## config.mk

```make
export PLATFORM = sky130hd
export DESIGN_NAME = note_valve_shift_register_driver_core
export DESIGN_NICKNAME = d
export VERILOG_FILES = /design/src/rtl/core/nvsrd_pkg.sv /design/src/rtl/core/note_valve_shift_register_driver_core.sv /design/src/rtl/core/nvsrd_valve_store.sv /design/src/rtl/core/nvsrd_serializer.sv
export SDC_FILE = /design/constraint.sdc
export NUM_CORES = 1
export LEC_CHECK = 0
export BUFFER_PORTS_ARGS = -buffer_cell sky130_fd_sc_hd__buf_4
export CELL_PAD_IN_SITES_DETAIL_PLACEMENT = 0
export CELL_PAD_IN_SITES_GLOBAL_PLACEMENT = 1
export CORE_MARGIN = 2
export CORE_UTILIZATION = 45
export CTS_CLUSTER_SIZE = 25
export DETAILED_ROUTE_END_ITERATION = 8
export PLACE_DENSITY_LB_ADDON = 0.1
export SLEW_MARGIN = 10
export SYNTH_ARGS = -nofsm -noshare
export SYNTH_HDL_FRONTEND = slang
export SYNTH_HIERARCHICAL = 1
export SYNTH_SLANG_ARGS = --single-unit
```

## constraint.sdc

```tcl
create_clock -name i_clk -period 3.3 [get_ports i_clk]
set_input_delay 0.165 -clock i_clk [delete_from_list [all_inputs] [get_ports i_clk]]
set_output_delay 0.165 -clock i_clk [all_outputs]
set_load 0.02 [all_outputs]
```

## src/rtl/core/nvsrd_pkg.sv

```systemverilog
// Shared types and constants for the note valve shift register driver.
`default_nettype none

package nvsrd_pkg;

    localparam int NOTE_W = 8;
    localparam int CNT_W  = 7;

    typedef logic [1:0]        t_req_type;
    typedef logic [NOTE_W-1:0] t_note;
    typedef logic [CNT_W-1:0]  t_count;
    typedef logic              t_cfg_index;

    localparam t_req_type REQ_NOTE  = 2'd0;
    localparam t_req_type REQ_CLEAR = 2'd1;
    localparam t_req_type REQ_PUSH  = 2'd2;

    localparam t_cfg_index CFG_NOTE_OFFSET = 1'b0;
    localparam t_cfg_index CFG_VALVE_COUNT = 1'b1;

    localparam t_count VALVE_COUNT_RESET = 7'd64;

    // Update request from the top level to the valve store.
    typedef struct packed {
        logic  note_en;
        logic  clear_en;
        t_note note;
    } t_store_req;

    // Serial output and status of the serializer.
    typedef struct packed {
        logic valid;
        logic shift_bit;
        logic shift_strobe;
        logic latch_strobe;
        logic busy;
    } t_ser_out;

endpackage

`default_nettype wire

```

## src/rtl/core/note_valve_shift_register_driver_core.sv

```systemverilog
// Top level of the note valve shift register driver.
//
// The block keeps one open/closed bit per valve and drives an external serial
// shift register. A request is taken at a clock edge where i_start is high and
// o_busy is low. A note request (a note byte below 0x80 opens, 0x80 and above
// closes the valve at the low seven note bits minus note_offset) and a clear
// request give no result; o_busy stays low, so another request may follow in
// the next cycle. A push request snapshots the valve bits and sends them out
// from valve 0 upward, one result per cycle starting the cycle after the push;
// a push gives max(1, count) results, where count is valve_count limited to
// MAX_VALVES, and o_busy is high while the serializer shifts them out. Each
// result is shown for one cycle with o_valid high and the receiver cannot
// stall it. The last result of a push carries o_latch_strobe; with a count of
// zero the push gives one result with only o_latch_strobe set. Configuration
// writes through the i_cfg_* channel are always ready and are meant to be made
// only while the block is idle.
`default_nettype none

module note_valve_shift_register_driver_core import nvsrd_pkg::*; #(
    parameter int MAX_VALVES = 64
) (
    input  wire logic       i_clk,
    input  wire logic       i_rst_n,
    // Request channel.
    input  wire logic       i_start,
    output logic            o_busy,
    input  wire t_req_type  i_req_type,
    input  wire t_note      i_note,
    // Result channel.
    output logic            o_valid,
    output logic            o_shift_bit,
    output logic            o_shift_strobe,
    output logic            o_latch_strobe,
    // Configuration write channel.
    input  wire logic       i_cfg_valid,
    output logic            o_cfg_ready,
    input  wire t_cfg_index i_cfg_index,
    input  wire t_count     i_cfg_data
);

    localparam t_count MAX_CNT = t_count'(MAX_VALVES);

    t_count                r_note_offset;
    t_count                r_valve_count;
    t_count                eff_count;
    logic                  accept;
    logic                  push;
    t_store_req            store_req;
    t_ser_out              ser;
    logic [MAX_VALVES-1:0] valve_bits;

    assign o_cfg_ready = 1'b1;

    // Configuration registers.
    always_ff @(posedge i_clk) begin
        if (!i_rst_n) begin
            r_note_offset <= '0;
            r_valve_count <= VALVE_COUNT_RESET;
        end else if (i_cfg_valid && o_cfg_ready) begin
            unique case (i_cfg_index)
                CFG_NOTE_OFFSET: r_note_offset <= i_cfg_data;
                CFG_VALVE_COUNT: r_valve_count <= i_cfg_data;
                default:         ;
            endcase
        end
    end

    // A count above the number of built valves means all of them.
    assign eff_count = (r_valve_count > MAX_CNT) ? MAX_CNT : r_valve_count;

    assign accept = i_start & ~o_busy;
    assign push   = accept & (i_req_type == REQ_PUSH);

    // Request type 3 is dropped: neither enable is raised and no push starts.
    assign store_req.note_en  = accept & (i_req_type == REQ_NOTE);
    assign store_req.clear_en = accept & (i_req_type == REQ_CLEAR);
    assign store_req.note     = i_note;

    nvsrd_valve_store #(
        .MAX_VALVES (MAX_VALVES)
    ) u_store (
        .i_clk         (i_clk),
        .i_rst_n       (i_rst_n),
        .i_req         (store_req),
        .i_note_offset (r_note_offset),
        .i_eff_count   (eff_count),
        .o_valve_bits  (valve_bits)
    );

    nvsrd_serializer #(
        .MAX_VALVES (MAX_VALVES)
    ) u_serializer (
        .i_clk   (i_clk),
        .i_rst_n (i_rst_n),
        .i_load  (push),
        .i_count (eff_count),
        .i_bits  (valve_bits),
        .o_ser   (ser)
    );

    assign o_busy         = ser.busy;
    assign o_valid        = ser.valid;
    assign o_shift_bit    = ser.shift_bit;
    assign o_shift_strobe = ser.shift_strobe;
    assign o_latch_strobe = ser.latch_strobe;

endmodule

`default_nettype wire

```

## src/rtl/core/nvsrd_valve_store.sv

```systemverilog
// Valve state register with note on/off and clear-all updates.
`default_nettype none

module nvsrd_valve_store import nvsrd_pkg::*; #(
    parameter int MAX_VALVES = 64
) (
    input  wire logic                  i_clk,
    input  wire logic                  i_rst_n,
    input  wire t_store_req            i_req,
    input  wire logic [CNT_W-1:0]      i_note_offset,
    input  wire t_count                i_eff_count,
    output logic [MAX_VALVES-1:0]      o_valve_bits
);

    logic [MAX_VALVES-1:0] r_valve_bits;
    logic [MAX_VALVES-1:0] n_valve_bits;
    logic [NOTE_W-1:0]     idx;
    logic                  hit;
    logic                  turn_on;

    // The off flag is masked before the offset is subtracted; wraps at 8 bits.
    assign idx     = {1'b0, i_req.note[NOTE_W-2:0]} - {1'b0, i_note_offset};
    assign hit     = idx < {1'b0, i_eff_count};
    assign turn_on = ~i_req.note[NOTE_W-1];

    always_comb begin
        n_valve_bits = r_valve_bits;
        if (i_req.clear_en) begin
            n_valve_bits = '0;
        end else if (i_req.note_en && hit) begin
            for (int i = 0; i < MAX_VALVES; i++) begin
                if (idx == NOTE_W'(i)) begin
                    n_valve_bits[i] = turn_on;
                end
            end
        end
    end

    always_ff @(posedge i_clk) begin
        if (!i_rst_n) begin
            r_valve_bits <= '0;
        end else begin
            r_valve_bits <= n_valve_bits;
        end
    end

    assign o_valve_bits = r_valve_bits;

endmodule

`default_nettype wire

```

## src/rtl/core/nvsrd_serializer.sv

```systemverilog
// Bit-serial shifter that sends the valve bits out one per cycle.
`default_nettype none

module nvsrd_serializer import nvsrd_pkg::*; #(
    parameter int MAX_VALVES = 64
) (
    input  wire logic                  i_clk,
    input  wire logic                  i_rst_n,
    input  wire logic                  i_load,
    input  wire t_count                i_count,
    input  wire logic [MAX_VALVES-1:0] i_bits,
    output t_ser_out                   o_ser
);

    logic                  r_active;
    logic [MAX_VALVES-1:0] r_shift;
    t_count                r_left;
    logic                  strobe;

    // r_left counts results due, this one included; 0 if count is 0.
    always_ff @(posedge i_clk) begin
        if (!i_rst_n) begin
            r_active <= 1'b0;
            r_left   <= '0;
        end else if (i_load) begin
            r_active <= 1'b1;
            r_left   <= i_count;
        end else if (r_active) begin
            if (r_left <= t_count'(1)) begin
                r_active <= 1'b0;
            end else begin
                r_left <= r_left - t_count'(1);
            end
        end
    end

    always_ff @(posedge i_clk) begin
        if (i_load) begin
            r_shift <= i_bits;
        end else if (r_active) begin
            r_shift <= r_shift >> 1;
        end
    end

    // A zero count gives one latch-only result with no data.
    assign strobe             = r_left != '0;
    assign o_ser.valid        = r_active;
    assign o_ser.shift_bit    = r_active & strobe & r_shift[0];
    assign o_ser.shift_strobe = r_active & strobe;
    assign o_ser.latch_strobe = r_active & (r_left <= t_count'(1));
    assign o_ser.busy         = r_active;

endmodule

`default_nettype wire

```

==> results of run 1 <==
==> critical path, delay by kind of cell (launching register included) <==
kind                     cells  cell delay [ps]
AO/OA/AOI/OAI                4              600
AND/OR/NAND/NOR              5             1010
flip-flops                   1              350
buffers and inverters        4              520
adder cells (fa/ha/maj)      3              610
==> sequential cells by signal, indices dropped and copies added (netlist names) <==
register,cells
u_store/o_valve_bits,64
r_note_offset,7
u_serializer/r_shift,64
u_serializer/r_active,1
u_serializer/r_left,7
r_valve_count,7
==> worst paths after layout <==
check	slack (ps)	endpoint
max	110	u_store/o_valve_bits[37]
min	20	r_note_offset[2]
max reg2reg	110	u_store/o_valve_bits[37]
min reg2reg	460	r_valve_count[0]
==> metrics by stage <==
step | hold slack (ps) | power [mW] | instances | setup TNS [ps]
after floorplan | 307.1 | 2.537 | 697 | -3.293
after global placement | 419.9 | 2.787 | 948 | -6650
after detailed placement | 441.9 | 2.800 | 948 | -5165
after CTS | 0.4851 | 4.826 | 983 | -107.8
after global routing | 25.15 | 5.008 | 987 | -21.23
final | 15.70 | 4.823 | 987 | 0
==> per-layer routing <==
metal  wire length, um  vias to the layer above  share of wire, %
met5                 0                        -                 0
met4               284                        0               1.6
met3               566                       25               3.1
met2              8583                       86                47
met1              8699                     2746                48
li1                  -                     2698                 -
==> power by group through the flow <==
stage	sequential (mW)	combinational (mW)	clock (mW)
2_1_floorplan	2.07	0.472	0
3_3_place_gp	2.08	0.711	0
3_5_place_dp	2.08	0.723	0
4_1_cts	2.04	0.764	2.02
5_1_grt	2.04	0.875	2.09
6_report	2.04	0.808	1.98
==> logic make-up (layout without fill, tap and decap cells) <==
logic type,count (synthesis),count (layout),share of synthesized area (%)
adders and majority gates,16,16,2.737
buffers and inverters,76,146,4.831
other,1,1,0.04942
and+or+nand+nor,223,223,15.61
muxes,118,118,16.60
DFF,150,150,48.01
xor gates and xnor gates,3,3,0.3463
AOI/OAI and AO/OA,110,110,11.81
==> Yosys cell counts, types with 11 or more instances <==
| library cell | n | area [um2] |
|---|---|---|
| dfxtp_1 | 86 | 1722 |
| nand2_1 | 70 | 262.8 |
| edfxtp_1 | 64 | 1922 |
| mux2_2 | 63 | 709.4 |
| mux2i_1 | 55 | 550.5 |
| nand3_1 | 31 | 155.2 |
| inv_1 | 23 | 86.33 |
| nor2_1 | 22 | 82.58 |
| a31oi_1 | 21 | 131.4 |
| nand4_1 | 19 | 118.9 |
| buf_2 | 17 | 85.08 |
| ha_1 | 15 | 187.7 |
| clkbuf_1 | 14 | 52.55 |
| a21oi_1 | 13 | 65.06 |
| nor2b_1 | 12 | 75.07 |
| a211oi_1 | 11 | 82.58 |
| nor3_1 | 11 | 55.05 |
==> area by class of cell <==
| type | instances | area, um2 |
|---|---|---|
| Fill cell | 1446 | 7249 |
| Multi-Input combinational cell | 471 | 3822 |
| Sequential cell | 150 | 3645 |
| Timing Repair Buffer | 90 | 834.6 |
| Clock buffer | 20 | 467.9 |
| Tap cell | 220 | 275.3 |
| Clock inverter | 12 | 140.1 |
| Inverter | 24 | 90.09 |
==> repair_timing <==
item,4_1_cts,5_1_grt
cloned,1,1
endpoints found under the hold margin,2,0
setup buffers,0,3
endpoints found under the setup margin,62,62
pin swaps,4,16
hold buffers,2,0
gates resized for setup,19,24
==> results.tsv, run 1 <==
stage	metric	value	unit
grt	grt.busiest_layer	met2	
min_path	hp-start	i_cfg_data[2]	
grt	grt_pass1_wl	29.54	mm
synth	syn_inst	697	
sta	worst_slack	105.2	ps
placement	dpl_worst_slack	-184.8	ps
clock_network	numClockSinks	150	
sta	slew_viol_final	0	
floorplanning	fp-row-count	47	
setup_path	critPathLaunchType	flip-flop	
synth	yosysWarnings	6	
grt	grt_max_degree	78	
power_and_ir_drop	vdd_drop_max	0.0004527	V
synth	seq_area_frac_synth	48.01	%
synth	synthFlopType	dfxtp_1	
grt	globalRouteOverflowTotal	0	
placement	place.port_buffers	26	
clock_network	cts_tree	built	
setup_path	crit_start	r_note_offset[0]	
floorplanning	core	16520	um2
grt	grt_pass1_vias	5699	
setup_path	path_class	reg2reg	
clock_network	clkLatencyLatePin	430	ps
sta	finalHoldViolCount	0	
setup_path	reg2reg_depth	16	
setup_path	critPathMaxStageDelay	360	ps
power_and_ir_drop	p_seq_share	42.3	%
clock_network	root_buffer	clkbuf_16	
route	num_vias	5555	
synth	syn_area	7589	um2
cells_and_area	final_cell_mix	dfxtp_1, buf_4, nand2_1	
cells_and_area	final_nets	792	
power_and_ir_drop	powerDensity	520.0	nW/um2
cells_and_area	stdcell_area	9275	um2
power_and_ir_drop	power_leakage	3.524	nW
placement	place_hpwl	12.04	mm
sta	finalCritPeriodShare	96.81	%
grt	antenna_found_initial	0	
power_and_ir_drop	power.switching	1.270	mW
setup_path	arrival	3520	ps
setup_path	critPathSlowestCell	or3_4	
floorplanning	fp.dieH	133.9	um
synth	ys_types	78	
placement	gp_congestion	0.8455	
grt	grt_util_all_layers	20.92	%
floorplanning	die_w	133.9	um
cells_and_area	drive_gt1_share	32.99	%
sta	fin_crit	3195	ps
route	wl_per_cell	18.37	um
power_and_ir_drop	intPower	3.553	mW
synth	synth_seq_cells	150	
clock_network	clockBufferDepth	2	
floorplanning	start_util	45.92	%
sta	tightest_slew	877.7	ps
sta	setup_viol_count_final	0	
synth	syn-num-nets	735	
route	post-route-drc-count	0	
synth	synth.avg_cell_area	10.89	um2
power_and_ir_drop	swShare	26.34	%
setup_path	worstReg2RegStart	r_note_offset[0]	
clock_network	clk_pin_slew	60	ps
grt	met2_usage	33.53	%
setup_path	cp_common_cell	ha_4	
power_and_ir_drop	p_comb_share	16.7	%
grt	use_met1	28.37	%
route	drt_wl_total	18.13	mm
placement	placed_area	8342	um2
route	drt_first_pass_iters	5	
synth	synth_edf_count	64	
cells_and_area	final_common_cell	dfxtp_1	
setup_path	worstPathRequired	3620	ps
job	drv_cap	0	
cells_and_area	syn_to_final_growth	22.23	%
route	drt_iter0_markers	398	
cells_and_area	num_antenna_cells	0	
setup_path	end_kind	flip-flop	
setup_path	crit_chain	ha_4 -> inv_1 -> fa_2 -> and3_4 -> or3_4 -> and2_4 -> ha_4 -> nand2b_4 -> a2111oi_4 -> buf_4 -> o21bai_1 -> nor3_2 -> buf_6 -> buf_12 -> a31oi_1 -> a211oi_1	
clock_network	numCtsBuffers	17	
cells_and_area	final_core_util	56.13	%
synth	synthArstFlopShare	0	%
sta	skew	12.33	ps
sta	fmaxAchievable	0.3130	GHz
clock_network	cts_max_level	4	
route	viasPerCell	5.628	
floorplanning	dieArea	17920	um2
grt	grt_util_met3	4.157	%
power_and_ir_drop	power_frac_clock	41.0	%
floorplanning	pin_count	28	
route	ant_nets	0	
min_path	min_path_type	in2reg	
sta	relSlewSlack	41.37	%
status	outcome	finished, final reports clean	
setup_path	cp_max_fo	7	
min_path	hold_path_depth	3	
Note: power is estimated with default switching activity, not from simulation.
==> inputs of run 2 (changes only) <==
--- a/config.mk
+++ b/config.mk
@@ -12,7 +12,8 @@
 export CORE_UTILIZATION = 45
 export CTS_CLUSTER_SIZE = 25
 export DETAILED_ROUTE_END_ITERATION = 8
-export PLACE_DENSITY_LB_ADDON = 0.1
+export MAX_ROUTING_LAYER = met4
+export PLACE_DENSITY = 0.81
 export SLEW_MARGIN = 10
 export SYNTH_ARGS = -nofsm -noshare
 export SYNTH_HDL_FRONTEND = slang
==> run 2 against run 1 <==
  * Critical path type unchanged
  * Die area did not move
  * First-iteration DRC count shrank 4.5%
  * Core utilization is 0.42 points lower
  * Critical path depth unchanged
  * Cell area decreased by 0.74%
  * Combinational power grew 2%
  * Routed wire length down 4.2%
  * Via count grew 1.1%
  * Final cell count decreased by 0.10%
==> results.tsv, run 2 (same netlist as run 1, synthesis figures left out) <==
stage	metric	value	unit	change
placement	gp_congestion	0.9006		+6.5%
setup_path	path_class	reg2reg		
grt	antenna_found_initial	0		unchanged
sta	fmaxAchievable	0.3125	GHz	-0.15%
sta	tightest_slew	909.1	ps	+31.40 ps
cells_and_area	final_nets	791		-0.13%
sta	hold_slack	23.24	ps	+7.541 ps
cells_and_area	num_antenna_cells	0		unchanged
grt	grt_util_all_layers	20.58	%	-0.34 points
floorplanning	core	16520	um2	unchanged
clock_network	cts_tree	built		
route	drt_first_pass_iters	5		unchanged
cells_and_area	final_common_cell	dfxtp_1		
cells_and_area	fillers	1391		-3.8%
placement	dpl_worst_slack	-220.5	ps	-35.80 ps
floorplanning	die_w	133.9	um	unchanged
power_and_ir_drop	powerDensity	505.1	nW/um2	-2.9%
route	drt_wl_total	17.37	mm	-4.2%
clock_network	clockBufferDepth	2		unchanged
cells_and_area	multi_input_area	3851	um2	+0.75%
route	wl_per_cell	17.62	um	-4.1%
cells_and_area	syn_to_final_growth	21.32	%	
power_and_ir_drop	vdd_drop_max	0.0004125	V	-8.9%
placement	place.port_buffers	26		unchanged
sta	relSlewSlack	39.27	%	-2.1 points
cells_and_area	final_cell_mix	dfxtp_1, buf_4, nand2_1		
setup_path	critPathTopFamily	simple AND/OR/NAND/NOR gates		
clock_network	ctsHoldBuffers	0		-2
route	ant_nets	0		unchanged
clock_network	numCtsBuffers	17		unchanged
cells_and_area	regArea	3645	um2	unchanged
power_and_ir_drop	power_leakage	3.482	nW	-1.2%
grt	grt_pass1_wl	28.38	mm	-3.9%
floorplanning	start_util	45.92	%	unchanged
sta	fin_setup_tns	0	ps	unchanged
floorplanning	fp-row-count	47		unchanged
sta	finalHoldViolCount	0		unchanged
route	drt_iter0_markers	380		-4.5%
clock_network	numClockSinks	150		unchanged
floorplanning	pin_count	28		unchanged
setup_path	critPathSlowestCell	or3_4		
route	post-route-drc-count	0		unchanged
sta	worst_slack	100.5	ps	-4.721 ps
floorplanning	dieArea	17920	um2	unchanged
min_path	min_path_type	in2reg		
grt	grt_max_degree	78		unchanged
setup_path	crit_chain	inv_1 -> ha_1 -> and3b_1 -> or3_4 -> nand2_2 -> inv_1 -> ha_1 -> buf_4 -> a2111oi_4 -> buf_4 -> o21bai_1 -> nor3_2 -> buf_6 -> clkbuf_16 -> nand3_1 -> mux2i_1		
setup_path	cp_max_fo	6		-1
sta	skew	6.819	ps	-5.508 ps
setup_path	end_kind	flip-flop		
grt	grt_pass1_vias	5531		-2.9%
setup_path	worstPathRequired	3580	ps	-40 ps
setup_path	critPathMaxStageDelay	390	ps	+30 ps
placement	place_hpwl	11.51	mm	-4.4%
floorplanning	fp.dieH	133.9	um	unchanged
route	num_vias	5618		+1.1%
clock_network	root_buffer	clkbuf_16		
sta	fin_crit	3199	ps	+4.721 ps
status	outcome	finished, final reports clean		
setup_path	critPathLaunchType	flip-flop		
route	viasPerCell	5.698		+1.2%
sta	setup_viol_count_final	0		unchanged
clock_network	clk_pin_slew	60	ps	about the same
sta	slew_viol_final	0		unchanged
sta	finalCritPeriodShare	96.95	%	+0.14 points
setup_path	arrival	3480	ps	-40 ps
setup_path	path_buf_inv	6		+2
grt	globalRouteOverflowTotal	0		unchanged
clock_network	clkLatencyLatePin	420	ps	about the same
cells_and_area	drive_gt1_share	33.29	%	+0.30 points
job	drv_cap	0		unchanged
clock_network	cts_max_level	4		unchanged
==> run 2: final cells by class <==
cell class	count	share of cell area, %
clock buffers	20	4.743
clock inverters	12	1.169
inverters	24	0.9785
multi-input cells	471	41.83
flip-flops and latches	150	39.59
well taps	220	2.990
repair buffers	89	8.698
==> run 2: per-layer routing <==
layer	wire, um	GRT usage [%]
met1	8024	26.97
met2	8341	31.97
met3	772	3.893
met4	232	7.388
met5	0	-
==> run 2: worst paths after layout <==
check	from	end	slack [ps]	cells after the start
worst min register to register	r_valve_count[5]	r_valve_count[5]	450	2
worst min-delay path	i_cfg_data[6]	r_valve_count[6]	20	3
worst max register to register	r_note_offset[1]	u_store/o_valve_bits[56]	100	16
worst max-delay path	r_note_offset[1]	u_store/o_valve_bits[56]	100	16
==> run 2: tightest hold or removal path: stages <==
cell and delay [ps]:
buf_4 80, nand3_1 70, o211ai_1 90
==> run 2: where the power goes <==
group	internal, mW	leakage [nW]	switching, mW
sequential	2.01	1.29	0.0274
combinational	0.362	1.93	0.464
clock	1.04	0.261	0.752
==> run 2: metrics by stage <==
stage,std cells,util [%],cell area (um2),total power [mW]
2_1_floorplan,697,-,7589,2.537
3_3_place_gp,945,50.16,8289,2.758
3_5_place_dp,945,50.16,8289,2.773
4_1_cts,979,54.18,8952,4.602
5_1_grt,986,55.71,9206,4.833
6_report,986,55.71,9206,4.650
==> run 2: timing repair <==
action                     4_1_cts  5_1_grt
cloned                           1        1
buffers inserted                 1        6
setup endpoints to repair       62       58
hold endpoints to repair         0        0
pin swaps                        8       14
gates resized for setup         20       29
==> inputs of run 3 (changes only) <==
==> constraint.sdc (replaced) <==
create_clock -name i_clk -period 3.3 [get_ports i_clk]
set_input_delay 0.66 -clock i_clk [delete_from_list [all_inputs] [get_ports i_clk]]
set_output_delay 0.66 -clock i_clk [all_outputs]
set_load 0.02 [all_outputs]
==> run 3 against run 2 <==
  * Core utilization down 0.46 points
  * Count of clock-buffer cells in the layout is 1 lower
  * Critical path type is now in2reg
  * Non-clock buffer count down 3
  * Critical path depth unchanged
  * Largest cell class unchanged
  * Setup slack worse by 16 ps
  * Global-route usage shrank 0.57 points
  * Sequential power about the same
  * First-iteration DRC count is 28% lower
  * Critical endpoint is now u_store/o_valve_bits[27]
  * Cell area fell by 0.83%
  * Sequential share of layout area increased by 0.33 points
  * Die area stayed put
  * Hold slack improved by 430 ps
==> results.tsv, run 3 (same netlist as run 1, synthesis figures left out) <==
stage	metric	value	unit	change
route	ant_nets	0		unchanged
sta	slew_viol_final	0		unchanged
sta	fin_crit	3215	ps	+15.71 ps
sta	skew	6.949	ps	+0.1296 ps
setup_path	r2r_slack	140	ps	+40 ps
floorplanning	pin_count	28		unchanged
floorplanning	fp-row-count	47		unchanged
floorplanning	fp.dieH	133.9	um	unchanged
sta	tightest_slew	826.4	ps	-82.67 ps
clock_network	clockBufferDepth	2		unchanged
setup_path	path_class	in2reg		
status	outcome	finished, final reports clean		
route	viasPerCell	5.570		-2.2%
sta	hold_slack	454.6	ps	+431.3 ps
clock_network	cts_tree	built		
grt	grt_pass1_vias	5475		-1.0%
clock_network	cts_max_level	4		unchanged
clock_network	root_buffer	clkbuf_16		
cells_and_area	final_cell_mix	dfxtp_1, buf_4, nand2_1		
setup_path	critPathSlowestCell	or3b_4		
setup_path	critPathMaxStageDelay	450	ps	+60 ps
cells_and_area	final_nets	788		-0.38%
cells_and_area	syn_to_final_growth	20.31	%	
sta	fmaxAchievable	0.3110	GHz	-0.49%
power_and_ir_drop	power_leakage	3.462	nW	-0.59%
placement	place_hpwl	11.30	mm	-1.8%
cells_and_area	stdcell_count	983		-0.30%
floorplanning	die_w	133.9	um	unchanged
min_path	holdPathEnd	r_valve_count[5]		
min_path	hp-start	r_valve_count[5]		
placement	place_inst	948		+0.32%
setup_path	crit_chain	buf_4 -> inv_12 -> ha_4 -> inv_2 -> fa_2 -> and3_4 -> or3_4 -> and2_4 -> ha_4 -> o21a_1 -> o21ai_2 -> nor2_1 -> or3b_4 -> buf_6 -> nand4_1 -> mux2i_1		
grt	grt_max_degree	65		-17%
setup_path	reg2reg_depth	14		-2
cells_and_area	num_antenna_cells	0		unchanged
route	drt_wl_total	16.45	mm	-5.3%
min_path	hold_path_depth	2		-1
clock_network	numCtsBuffers	17		unchanged
cells_and_area	drive_gt1_share	32.50	%	-0.79 points
cells_and_area	final_common_cell	dfxtp_1		
route	post-route-drc-count	0		unchanged
sta	relSlewSlack	44.79	%	+5.5 points
route	drt_iter0_markers	274		-28%
sta	finalCritPeriodShare	97.43	%	+0.48 points
setup_path	worstPathRequired	3650	ps	+70 ps
grt	globalRouteOverflowTotal	0		unchanged
placement	placed_area	8429	um2	+1.7%
setup_path	end_kind	flip-flop		
job	drv_cap	0		unchanged
setup_path	critPathLaunchType	primary input		
grt	grt_pass1_wl	27.61	mm	-2.7%
clock_network	clk_pin_slew	60	ps	about the same
floorplanning	dieArea	17920	um2	unchanged
sta	finalHoldViolCount	0		unchanged
power_and_ir_drop	powerDensity	518.3	nW/um2	+2.6%
setup_path	crit-reg2reg-capture	u_store/o_valve_bits[27]		
placement	gp_congestion	0.8769		-2.6%
setup_path	cp_common_cell	ha_4		
cells_and_area	final_core_util	55.25	%	-0.46 points
floorplanning	core	16520	um2	unchanged
sta	setup_viol_count_final	0		unchanged
min_path	min_path_type	reg2reg		
placement	place.port_buffers	26		unchanged
power_and_ir_drop	vdd_drop_max	0.0003554	V	-14%
grt	antenna_found_initial	0		unchanged
floorplanning	start_util	45.92	%	unchanged
clock_network	numClockSinks	150		unchanged
sta	grt_setup_unrepaired	yes		
clock_network	clkLatencyLatePin	430	ps	about the same
setup_path	arrival	3570	ps	+90 ps
power_and_ir_drop	power	4.732	mW	+1.8%
route	num_vias	5475		-2.5%
setup_path	worstReg2RegStart	r_note_offset[0]		
cells_and_area	stdcell_area	9130	um2	-0.83%
route	wl_per_cell	16.74	um	-5.0%
setup_path	cp_max_fo	7		+1
grt	grt_util_all_layers	20.01	%	-0.57 points
route	drt_first_pass_iters	5		unchanged
==> run 3: cell type report <==
cell class                      count  area (um2)
Fill cell                        1425        7395
Multi-Input combinational cell    471        3809
Sequential cell                   150        3645
Timing Repair Buffer               86       710.7
Clock buffer                       19       442.9
Tap cell                          220       275.3
Clock inverter                     13       145.1
Inverter                           24       102.6
==> run 3: what timing repair did <==
| action | in CTS | in global routing |
|---|---|---|
| gates resized for setup | 5 | 15 |
| hold buffers | 0 | 0 |
| hold endpoints to repair | 0 | 0 |
| pin swaps | 5 | 21 |
| setup endpoints to repair | 49 | 63 |
| buffers inserted | 1 | 2 |
==> run 3: per-stage QoR <==
stage                     setup WS (ps)  TNS [ps]
final                             84.79         0
after global routing             -15.55    -15.81
after detailed placement         -579.3    -30820
after global placement           -527.9    -28110
after floorplan                  -219.4     -6612
after CTS                         9.892         0
==> run 3: how the worst max path moves through the flow <==
stage	startpoint	to	slack (ps)	depth (start not counted)
floorplan	i_note[0]	u_store/o_valve_bits[3]	-220	16
global placement	i_note[0]	u_store/o_valve_bits[39]	-530	16
detailed placement	i_note[0]	u_store/o_valve_bits[37]	-580	17
CTS	i_note[0]	u_store/o_valve_bits[38]	10	16
global route	i_note[0]	u_store/o_valve_bits[0]	-20	17
finish	i_note[0]	u_store/o_valve_bits[27]	80	16
==> run 3: report_power, final <==
| part | switching [mW] | internal [mW] | leakage (nW) |
|---|---|---|---|
| sequential | 0.0291 | 2.01 | 1.29 |
| combinational | 0.445 | 0.332 | 1.89 |
| clock | 0.776 | 1.14 | 0.282 |
==> run 3: layer usage <==
metal | part of all wire [%] | global-route usage, % | up-vias
met3 | 3.6 | 3.401 | 16
met2 | 48 | 31.99 | 102
met5 | 0 | - | -
met4 | 1.5 | 7.033 | 0
met1 | 47 | 25.77 | 2660
li1 | - | - | 2697
==> run 3: critical path: cells and delay by family <==
| kind | cells | cell delay (ps) |
|---|---|---|
| and+or+nand+nor | 6 | 1380 |
| adders and majority gates | 3 | 750 |
| buffers and inverters | 4 | 380 |
| muxes | 1 | 210 |
| AOI/OAI and AO/OA | 2 | 190 |
